File: src/dnle_pkg.sv
// ----------------------------------------------------------------------------
// dnle_pkg
// Shared types and constants for the DNS name label encoder.
// ----------------------------------------------------------------------------
package dnle_pkg;

	localparam int LEN_W  = 6;
	localparam int NAME_W = 8;

	localparam logic [7:0] DOT_CHAR  = 8'd46;
	localparam logic [7:0] ZERO_BYTE = 8'd0;

	// One command per input item that gives results.
	typedef struct packed {
		logic       is_label;    // send length byte and buffered characters
		logic [7:0] val;         // byte to send, or label length
		logic       zero_after;  // append the zero terminator after the label
	} cmd_t;

	typedef enum logic [2:0] {
		B_IDLE = 3'b001,
		B_CHAR = 3'b010,
		B_ZERO = 3'b100
	} back_state_t;

endpackage

File: src/dnle_ram.sv
// ----------------------------------------------------------------------------
// dnle_ram
// Generic single-write, single-read RAM with registered read data.
// ----------------------------------------------------------------------------
module dnle_ram #(
	parameter int WIDTH = 8,
	parameter int DEPTH = 63,
	localparam int AW = (DEPTH > 1) ? $clog2(DEPTH) : 1
) (
	input  logic             clk,
	input  logic             wr_en,
	input  logic [AW-1:0]    wr_addr,
	input  logic [WIDTH-1:0] wr_data,
	input  logic             rd_en,
	input  logic [AW-1:0]    rd_addr,
	output logic [WIDTH-1:0] rd_data
);

	logic [WIDTH-1:0] mem_q [DEPTH];
	logic [WIDTH-1:0] rd_data_q;

	always_ff @(posedge clk) begin
		if (wr_en) begin
			mem_q[wr_addr] <= wr_data;
		end
		if (rd_en) begin
			rd_data_q <= mem_q[rd_addr];
		end
	end

	assign rd_data = rd_data_q;

endmodule

File: src/dnle_front.sv
// ----------------------------------------------------------------------------
// dnle_front
// Accepts name characters, buffers label characters and issues commands.
// ----------------------------------------------------------------------------
module dnle_front #(
	parameter int LABEL_MAX  = 63,
	parameter int NAME_LIMIT = 255,
	localparam int AW = (LABEL_MAX > 1) ? $clog2(LABEL_MAX) : 1
) (
	input  logic               clk,
	input  logic               arst_n,
	input  logic [7:0]         chr,
	input  logic               in_valid,
	output logic               in_ready,
	output logic               push,
	output dnle_pkg::cmd_t     push_cmd,
	input  logic               q_full,
	input  logic               label_done,
	output logic               wr_en,
	output logic [AW-1:0]      wr_addr,
	output logic [7:0]         wr_data
);

	logic [dnle_pkg::LEN_W-1:0]  lbl_q, lbl_d, lbl_inc;
	logic [dnle_pkg::NAME_W-1:0] nc_q, nc_d;
	logic                        chunk_q, chunk_d;
	logic                        disc_q, disc_d;
	logic                        busy_q, busy_d;
	logic                        accept;

	assign in_ready = !busy_q && !q_full;
	assign accept   = in_valid && in_ready;
	assign lbl_inc  = lbl_q + dnle_pkg::LEN_W'(1);
	assign wr_addr  = lbl_q[AW-1:0];
	assign wr_data  = chr;

	always_comb begin
		lbl_d    = lbl_q;
		nc_d     = nc_q;
		chunk_d  = chunk_q;
		disc_d   = disc_q;
		busy_d   = busy_q;
		push     = 1'b0;
		push_cmd = '0;
		wr_en    = 1'b0;
		if (label_done) begin
			busy_d = 1'b0;
		end
		if (accept) begin
			if (chr == dnle_pkg::ZERO_BYTE) begin
				if (!disc_q) begin
					push = 1'b1;
					if (lbl_q != '0) begin
						push_cmd.is_label   = 1'b1;
						push_cmd.val        = 8'(lbl_q);
						push_cmd.zero_after = 1'b1;
						busy_d              = 1'b1;
					end else begin
						push_cmd.val = dnle_pkg::ZERO_BYTE;
					end
				end
				lbl_d   = '0;
				nc_d    = '0;
				chunk_d = 1'b0;
				disc_d  = 1'b0;
			end else if (disc_q || nc_q >= dnle_pkg::NAME_W'(NAME_LIMIT - 1)) begin
				// drop
			end else begin
				nc_d = nc_q + dnle_pkg::NAME_W'(1);
				if (chr == dnle_pkg::DOT_CHAR) begin
					if (chunk_q) begin
						chunk_d = 1'b0;
					end else if (lbl_q == '0) begin
						push         = 1'b1;
						push_cmd.val = dnle_pkg::ZERO_BYTE;
						disc_d       = 1'b1;
					end else begin
						push            = 1'b1;
						push_cmd.is_label = 1'b1;
						push_cmd.val    = 8'(lbl_q);
						busy_d          = 1'b1;
						lbl_d           = '0;
					end
				end else begin
					chunk_d = 1'b0;
					wr_en   = 1'b1;
					if (lbl_inc == dnle_pkg::LEN_W'(LABEL_MAX)) begin
						push              = 1'b1;
						push_cmd.is_label = 1'b1;
						push_cmd.val      = 8'(lbl_inc);
						busy_d            = 1'b1;
						chunk_d           = 1'b1;
						lbl_d             = '0;
					end else begin
						lbl_d = lbl_inc;
					end
				end
			end
		end
	end

	always_ff @(posedge clk or negedge arst_n) begin
		if (!arst_n) begin
			lbl_q   <= '0;
			nc_q    <= '0;
			chunk_q <= 1'b0;
			disc_q  <= 1'b0;
			busy_q  <= 1'b0;
		end else begin
			lbl_q   <= lbl_d;
			nc_q    <= nc_d;
			chunk_q <= chunk_d;
			disc_q  <= disc_d;
			busy_q  <= busy_d;
		end
	end

endmodule

File: src/dnle_queue.sv
// ----------------------------------------------------------------------------
// dnle_queue
// Two-entry command queue between front and back.
// ----------------------------------------------------------------------------
module dnle_queue (
	input  logic           clk,
	input  logic           arst_n,
	input  logic           push,
	input  dnle_pkg::cmd_t push_cmd,
	output logic           full,
	input  logic           pop,
	output logic           empty,
	output dnle_pkg::cmd_t head
);

	dnle_pkg::cmd_t ent_q [2];
	logic           wp_q, rp_q;
	logic [1:0]     cnt_q;
	logic           do_push, do_pop;

	assign full    = (cnt_q == 2'd2);
	assign empty   = (cnt_q == 2'd0);
	assign do_push = push && !full;
	assign do_pop  = pop && !empty;
	assign head    = ent_q[rp_q];

	always_ff @(posedge clk) begin
		if (do_push) begin
			ent_q[wp_q] <= push_cmd;
		end
	end

	always_ff @(posedge clk or negedge arst_n) begin
		if (!arst_n) begin
			wp_q  <= 1'b0;
			rp_q  <= 1'b0;
			cnt_q <= '0;
		end else begin
			if (do_push) begin
				wp_q <= !wp_q;
			end
			if (do_pop) begin
				rp_q <= !rp_q;
			end
			cnt_q <= cnt_q + 2'(do_push) - 2'(do_pop);
		end
	end

endmodule

File: src/dnle_back.sv
// ----------------------------------------------------------------------------
// dnle_back
// Carries out commands: sends length, label characters and terminators.
// ----------------------------------------------------------------------------
module dnle_back #(
	parameter int LABEL_MAX = 63,
	localparam int AW = (LABEL_MAX > 1) ? $clog2(LABEL_MAX) : 1
) (
	input  logic           clk,
	input  logic           arst_n,
	input  logic           q_empty,
	input  dnle_pkg::cmd_t q_head,
	output logic           q_pop,
	output logic           rd_en,
	output logic [AW-1:0]  rd_addr,
	input  logic [7:0]     rd_data,
	output logic           label_done,
	output logic           out_valid,
	input  logic           out_ready,
	output logic [7:0]     out_byte,
	output logic           run_last
);

	dnle_pkg::back_state_t       st_q, st_d;
	logic [dnle_pkg::LEN_W-1:0]  idx_q, idx_d, cnt_q, cnt_d, idx_inc;
	logic                        zero_q, zero_d;
	logic                        ov_q, ov_d;
	logic [7:0]                  ob_q, ob_d;
	logic                        ol_q, ol_d;
	logic                        out_free, at_end;

	assign out_free = !ov_q || out_ready;
	assign idx_inc  = idx_q + dnle_pkg::LEN_W'(1);
	assign at_end   = (idx_inc == cnt_q);

	always_comb begin
		st_d       = st_q;
		idx_d      = idx_q;
		cnt_d      = cnt_q;
		zero_d     = zero_q;
		ov_d       = ov_q && !out_ready;
		ob_d       = ob_q;
		ol_d       = ol_q;
		q_pop      = 1'b0;
		rd_en      = 1'b0;
		rd_addr    = idx_inc[AW-1:0];
		label_done = 1'b0;
		case (st_q)
			dnle_pkg::B_IDLE: begin
				if (!q_empty && out_free) begin
					q_pop = 1'b1;
					ov_d  = 1'b1;
					ob_d  = q_head.val;
					if (q_head.is_label) begin
						ol_d    = 1'b0;
						cnt_d   = q_head.val[dnle_pkg::LEN_W-1:0];
						zero_d  = q_head.zero_after;
						idx_d   = '0;
						rd_en   = 1'b1;
						rd_addr = '0;
						st_d    = dnle_pkg::B_CHAR;
					end else begin
						ol_d = 1'b1;
					end
				end
			end
			dnle_pkg::B_CHAR: begin
				if (out_free) begin
					ov_d = 1'b1;
					ob_d = rd_data;
					ol_d = at_end && !zero_q;
					if (at_end) begin
						if (zero_q) begin
							st_d = dnle_pkg::B_ZERO;
						end else begin
							label_done = 1'b1;
							st_d       = dnle_pkg::B_IDLE;
						end
					end else begin
						rd_en = 1'b1;
						idx_d = idx_inc;
					end
				end
			end
			dnle_pkg::B_ZERO: begin
				if (out_free) begin
					ov_d       = 1'b1;
					ob_d       = dnle_pkg::ZERO_BYTE;
					ol_d       = 1'b1;
					label_done = 1'b1;
					st_d       = dnle_pkg::B_IDLE;
				end
			end
			default: begin
				st_d = dnle_pkg::B_IDLE;
			end
		endcase
	end

	always_ff @(posedge clk) begin
		idx_q  <= idx_d;
		cnt_q  <= cnt_d;
		zero_q <= zero_d;
		ob_q   <= ob_d;
		ol_q   <= ol_d;
	end

	always_ff @(posedge clk or negedge arst_n) begin
		if (!arst_n) begin
			st_q <= dnle_pkg::B_IDLE;
			ov_q <= 1'b0;
		end else begin
			st_q <= st_d;
			ov_q <= ov_d;
		end
	end

	assign out_valid = ov_q;
	assign out_byte  = ob_q;
	assign run_last  = ol_q;

endmodule

File: src/dns_name_label_encoder.sv
// ----------------------------------------------------------------------------
// dns_name_label_encoder
// Streams a dotted host name into DNS wire labels.
// ----------------------------------------------------------------------------
// channel  handshake              payload
// in       in_valid / in_ready    chr
// out      out_valid / out_ready  out_byte, run_last
//
// The back sends a finished label as its length byte and its characters (with
// a terminator after them if the name ends there), paced by one read of the
// label RAM per sent character; the front holds input while that label is
// read out. A lone terminator goes out as a single beat.
// Reset clears all control state; no clearing pass is needed.
// The front and back stall independently through a two-entry command queue.
// ----------------------------------------------------------------------------
module dns_name_label_encoder #(
	parameter int LABEL_MAX  = 63,
	parameter int NAME_LIMIT = 255
) (
	input  logic       clk,
	input  logic       arst_n,
	input  logic       in_valid,
	output logic       in_ready,
	input  logic [7:0] chr,
	output logic       out_valid,
	input  logic       out_ready,
	output logic [7:0] out_byte,
	output logic       run_last
);

	localparam int AW = (LABEL_MAX > 1) ? $clog2(LABEL_MAX) : 1;

	dnle_pkg::cmd_t push_cmd, q_head;
	logic           push, q_full, q_empty, q_pop, label_done;
	logic           wr_en, rd_en;
	logic [AW-1:0]  wr_addr, rd_addr;
	logic [7:0]     wr_data, rd_data;

	dnle_front #(
		.LABEL_MAX  (LABEL_MAX),
		.NAME_LIMIT (NAME_LIMIT)
	) u_front (
		.clk        (clk),
		.arst_n     (arst_n),
		.chr        (chr),
		.in_valid   (in_valid),
		.in_ready   (in_ready),
		.push       (push),
		.push_cmd   (push_cmd),
		.q_full     (q_full),
		.label_done (label_done),
		.wr_en      (wr_en),
		.wr_addr    (wr_addr),
		.wr_data    (wr_data)
	);

	dnle_queue u_queue (
		.clk      (clk),
		.arst_n   (arst_n),
		.push     (push),
		.push_cmd (push_cmd),
		.full     (q_full),
		.pop      (q_pop),
		.empty    (q_empty),
		.head     (q_head)
	);

	dnle_ram #(
		.WIDTH (8),
		.DEPTH (LABEL_MAX)
	) u_store (
		.clk     (clk),
		.wr_en   (wr_en),
		.wr_addr (wr_addr),
		.wr_data (wr_data),
		.rd_en   (rd_en),
		.rd_addr (rd_addr),
		.rd_data (rd_data)
	);

	dnle_back #(
		.LABEL_MAX (LABEL_MAX)
	) u_back (
		.clk        (clk),
		.arst_n     (arst_n),
		.q_empty    (q_empty),
		.q_head     (q_head),
		.q_pop      (q_pop),
		.rd_en      (rd_en),
		.rd_addr    (rd_addr),
		.rd_data    (rd_data),
		.label_done (label_done),
		.out_valid  (out_valid),
		.out_ready  (out_ready),
		.out_byte   (out_byte),
		.run_last   (run_last)
	);

endmodule

File: config.mk
export PLATFORM = sky130hd
export DESIGN_NAME = dns_name_label_encoder
export DESIGN_NICKNAME = d
export VERILOG_FILES = /design/src/dnle_pkg.sv /design/src/dnle_ram.sv /design/src/dnle_front.sv /design/src/dnle_queue.sv /design/src/dnle_back.sv /design/src/dns_name_label_encoder.sv
export SDC_FILE = /design/constraint.sdc
export NUM_CORES = 1
export LEC_CHECK = 0
export BUFFER_PORTS_ARGS = -buffer_cell sky130_fd_sc_hd__buf_2
export CAP_MARGIN = 10
export CORE_MARGIN = 2
export CORE_UTILIZATION = 35
export DETAILED_ROUTE_END_ITERATION = 16
export GPL_TIMING_DRIVEN = 0
export PLACE_DENSITY = 0.48
export SKIP_LAST_GASP = 1
export SLEW_MARGIN = 20
export SYNTH_ARGS = -nofsm -noshare
export SYNTH_HDL_FRONTEND = slang
export SYNTH_SLANG_ARGS = --single-unit
File: constraint.sdc
create_clock -name clk -period 3.05 [get_ports clk]
set_input_delay 0.7625 -clock clk [delete_from_list [all_inputs] [get_ports clk]]
set_output_delay 0.7625 -clock clk [all_outputs]
set_load 0.05 [all_outputs]
==> results.toml <==
[placed_design]
placedCellCount = 2489
preCtsSetupSlack_ps = -2300
gp_congestion = 0.976
io_buffers = 22
post-dp-hpwl_um = 54200

[layout]
seqCellArea_mm2 = 0.0171
nFillCells = 6087
instances_no_fill = 2642
final_cell_mix = "edfxtp_1 (550), nand2_1 (125), nor2_1 (72)"
multiInputGateArea_mm2 = 0.00741
final_common_cell = "edfxtp_1"
nets = 1745
drive_gt1_share_pct = 27.0
syn2layout_area_growth_pct = 23.4
antenna_cells = 0

[global_routing]
grt_overflow = 0
grt_start_max_net_pins = 66
grt_usage_pct = 23.6
grt_first_pass_wirelength_um = 116000
antenna_found_initial = 1
grt_pass1_vias = 14900

[cts]
cts_tree = "yes"
clk_pin_slew_worst_paths_ps = 60
cts_hold_buffers = 0
numCtsBuffers = 61
cts.sinks = 575
clock_latency_ps = 650
clk_path_buf_depth = 3
htreeDepth = 2
clockRootBuffer = "clkbuf_16"

[timing]
timing.slew.headroom_pct = 23.5
timing.final.max_slew_violations = 0
fin_skew_ps = 16.0
rsz0062_at_grt = "yes"
setup_ws_ps = -101
holdWs_ps = 132
fmax_ghz = 0.317
worstMarginPinSlew_ps = 1150
period_minus_slack_ps = 3150
final-hold-violation-count = 0
setup_viol = 7
finalCritPeriodShare_pct = 103

[critical_path]
cp.arrival_ps = 3540
cp_top_family = "compound AO/OA/AOI/OAI gates"
timing.rr.start = "u_back.idx_q[0]"
crit_path_frequent_cell = "buf_12"
worstSetupPathType = "reg2reg"
worst_path_max_delay_cell = "edfxtp_1"
critPathBufInv = 3
reg2reg_setup_slack_ps = -100
cp.required_ps = 3430
worstPathCellList = "ha_4 > xor2_4 > o41ai_4 > buf_12 > buf_12 > buf_4 > o221ai_1 > o211ai_1 > a32oi_2 > o31ai_4 > a32o_2"
cp-end-kind = "register"
cp_max_fo = 6
critPathMaxStageDelay_ps = 490
r2r_cells = 11
r2r_end = "u_store.rd_data[5]"
cp-start-kind = "register"

[drt]
dr.pass1.iters = 6
num_vias = 15500
drt-total-wl_um = 83100
drtAntennaViolNets = 0
drc = 0
viasPerCell = 5.86
drt-initial-drc-count = 1967
wl_per_cell_um = 31.5

[run]
cap_violations = 0

[yosys]
yosysSeqAreaShare_pct = 72.5
synthArstFlopShare_pct = 4.35
synth-seq-cells = 575
synth_nets = 1609
netlist_area_mm2 = 0.0237
synthCells = 1589
yosysWarningCount = 0
postSynthAreaPerCell_um2 = 14.9
synth_cell_types = 73
ys_dominant_reg_cell = "edfxtp_1"
synth_edf_count = 550

[die]
fp.dieH_um = 264
initial_core_util_pct = 35.3
die_x_um = 264
dieArea_mm2 = 0.0697
ios = 23
core_area_mm2 = 0.0670
std_cell_rows = 95

[hold_path]
min_path_type = "in2async"

[power]
ir_worst_vdd_mv = 0.398
p_leak_uw = 0.00942
p_per_area_mw_per_mm2 = 898
finalPower_uw = 26200

[outcome]
status = "complete, but fails checks"
violations = "setup timing"
stage by stage:
| step | util [%] | TNS, ps | instance area (um^2) |
|---|---|---|---|
| after floorplan | - | 0 | 23700 |
| after global placement | 37.1 | -1245880 | 24900 |
| after detailed placement | 37.3 | -999780 | 25000 |
| final | 43.5 | -333 | 29200 |
| after CTS | 43.0 | -213 | 28800 |
| after global routing | 43.5 | -312 | 29200 |
Yosys cell counts, types with 10 or more instances:
| library cell | count | area (um^2) |
|---|---|---|
| xor2_1 | 12 | 105 |
| nand3_1 | 41 | 205 |
| a211oi_1 | 18 | 135 |
| mux2_2 | 32 | 360 |
| o221ai_1 | 24 | 210 |
| nand2_1 | 135 | 507 |
| buf_2 | 32 | 160 |
| mux2i_1 | 76 | 761 |
| nor2_1 | 146 | 548 |
| clkbuf_1 | 35 | 131 |
| buf_4 | 12 | 90.1 |
| o311ai_0 | 11 | 96.3 |
| dfrtp_1 | 24 | 601 |
| o22ai_1 | 35 | 219 |
| buf_1 | 11 | 41.3 |
| edfxtp_1 | 550 | 16500 |
| mux4_2 | 15 | 338 |
| nor3_1 | 23 | 115 |
| a311oi_1 | 10 | 87.6 |
| a31oi_1 | 16 | 100 |
| a21oi_1 | 57 | 285 |
| o21ai_0 | 66 | 330 |
final cells by class:
cell class,count,area share [%]
buffer,86,2.64
timing repair inverter,1,0.0214
clock buffer,78,5.62
multi-input combinational,911,25.4
timing repair buffer,77,2.88
tap,873,3.74
inverter,12,0.180
clock inverter,29,0.810
sequential,575,58.7
worst max path at each step:
| stage | from | slack (ps) | cells after the start | to |
|---|---|---|---|---|
| after detailed placement | chr[7] | -2300 | 9 | u_store.mem_q[46][1] |
| final | u_back.idx_q[0] | -100 | 11 | u_store.rd_data[5] |
| after floorplan | chr[0] | 60 | 6 | u_queue.ent_q[0][0] |
| after global routing | u_back.st_q[0] | -70 | 9 | u_store.rd_data[4] |
| after global placement | chr[1] | -2780 | 9 | u_store.mem_q[46][3] |
| after CTS | u_back.idx_q[0] | -60 | 12 | u_store.rd_data[5] |
report_power, final:
part | leakage (uW) | switching [uW] | total, uW | internal [uW]
clock network | 0.000918 | 3110 | 7130 | 4020
logic | 0.00321 | 6530 | 9620 | 3090
registers | 0.00529 | 263 | 9480 | 9220
routing by layer:
| layer | vias up | track usage (%) | routed length [um] | share of wire, % |
|---|---|---|---|---|
| li1 | 6527 | - | - | - |
| met1 | 7982 | 33.9 | 35400 | 43 |
| met2 | 821 | 35.5 | 37000 | 45 |
| met3 | 143 | 4.67 | 7740 | 9.3 |
| met4 | 2 | 8.74 | 2980 | 3.6 |
| met5 | - | 0 | 29 | 0.035 |
registers in the layout, indices dropped and copies added, names as in the netlist, 2 cells and up:
name and cells:
u_queue.cnt_q 2, u_front.wr_addr 6, u_store.rd_data 8, u_back.cnt_q 6, u_back.idx_q 6, u_back.out_byte 8
u_front.nc_q 8, u_queue.ent_q 16, u_store.mem_q 504, u_back.st_q 3
timing repair:
action / 4_1_cts / 5_1_grt
cloned: 3 / 1
pin swaps: 30 / 31
resized for setup: 390 / 79
buffers inserted: 41 / 11
setup endpoints to repair: 555 / 534
cells by family (layout without fill, tap and decap cells):
logic type | count (synthesis) | after routing | synth area share, %
DFF | 575 | 575 | 72.5
AOI/OAI and AO/OA | 340 | 340 | 10.1
buffers and inverters | 103 | 283 | 2.03
muxes | 123 | 123 | 6.17
and+or+nand+nor | 418 | 418 | 7.92
adders and majority gates | 8 | 8 | 0.423
xor gates and xnor gates | 22 | 22 | 0.936
No activity file was read; power rests on OpenSTA's default activity.
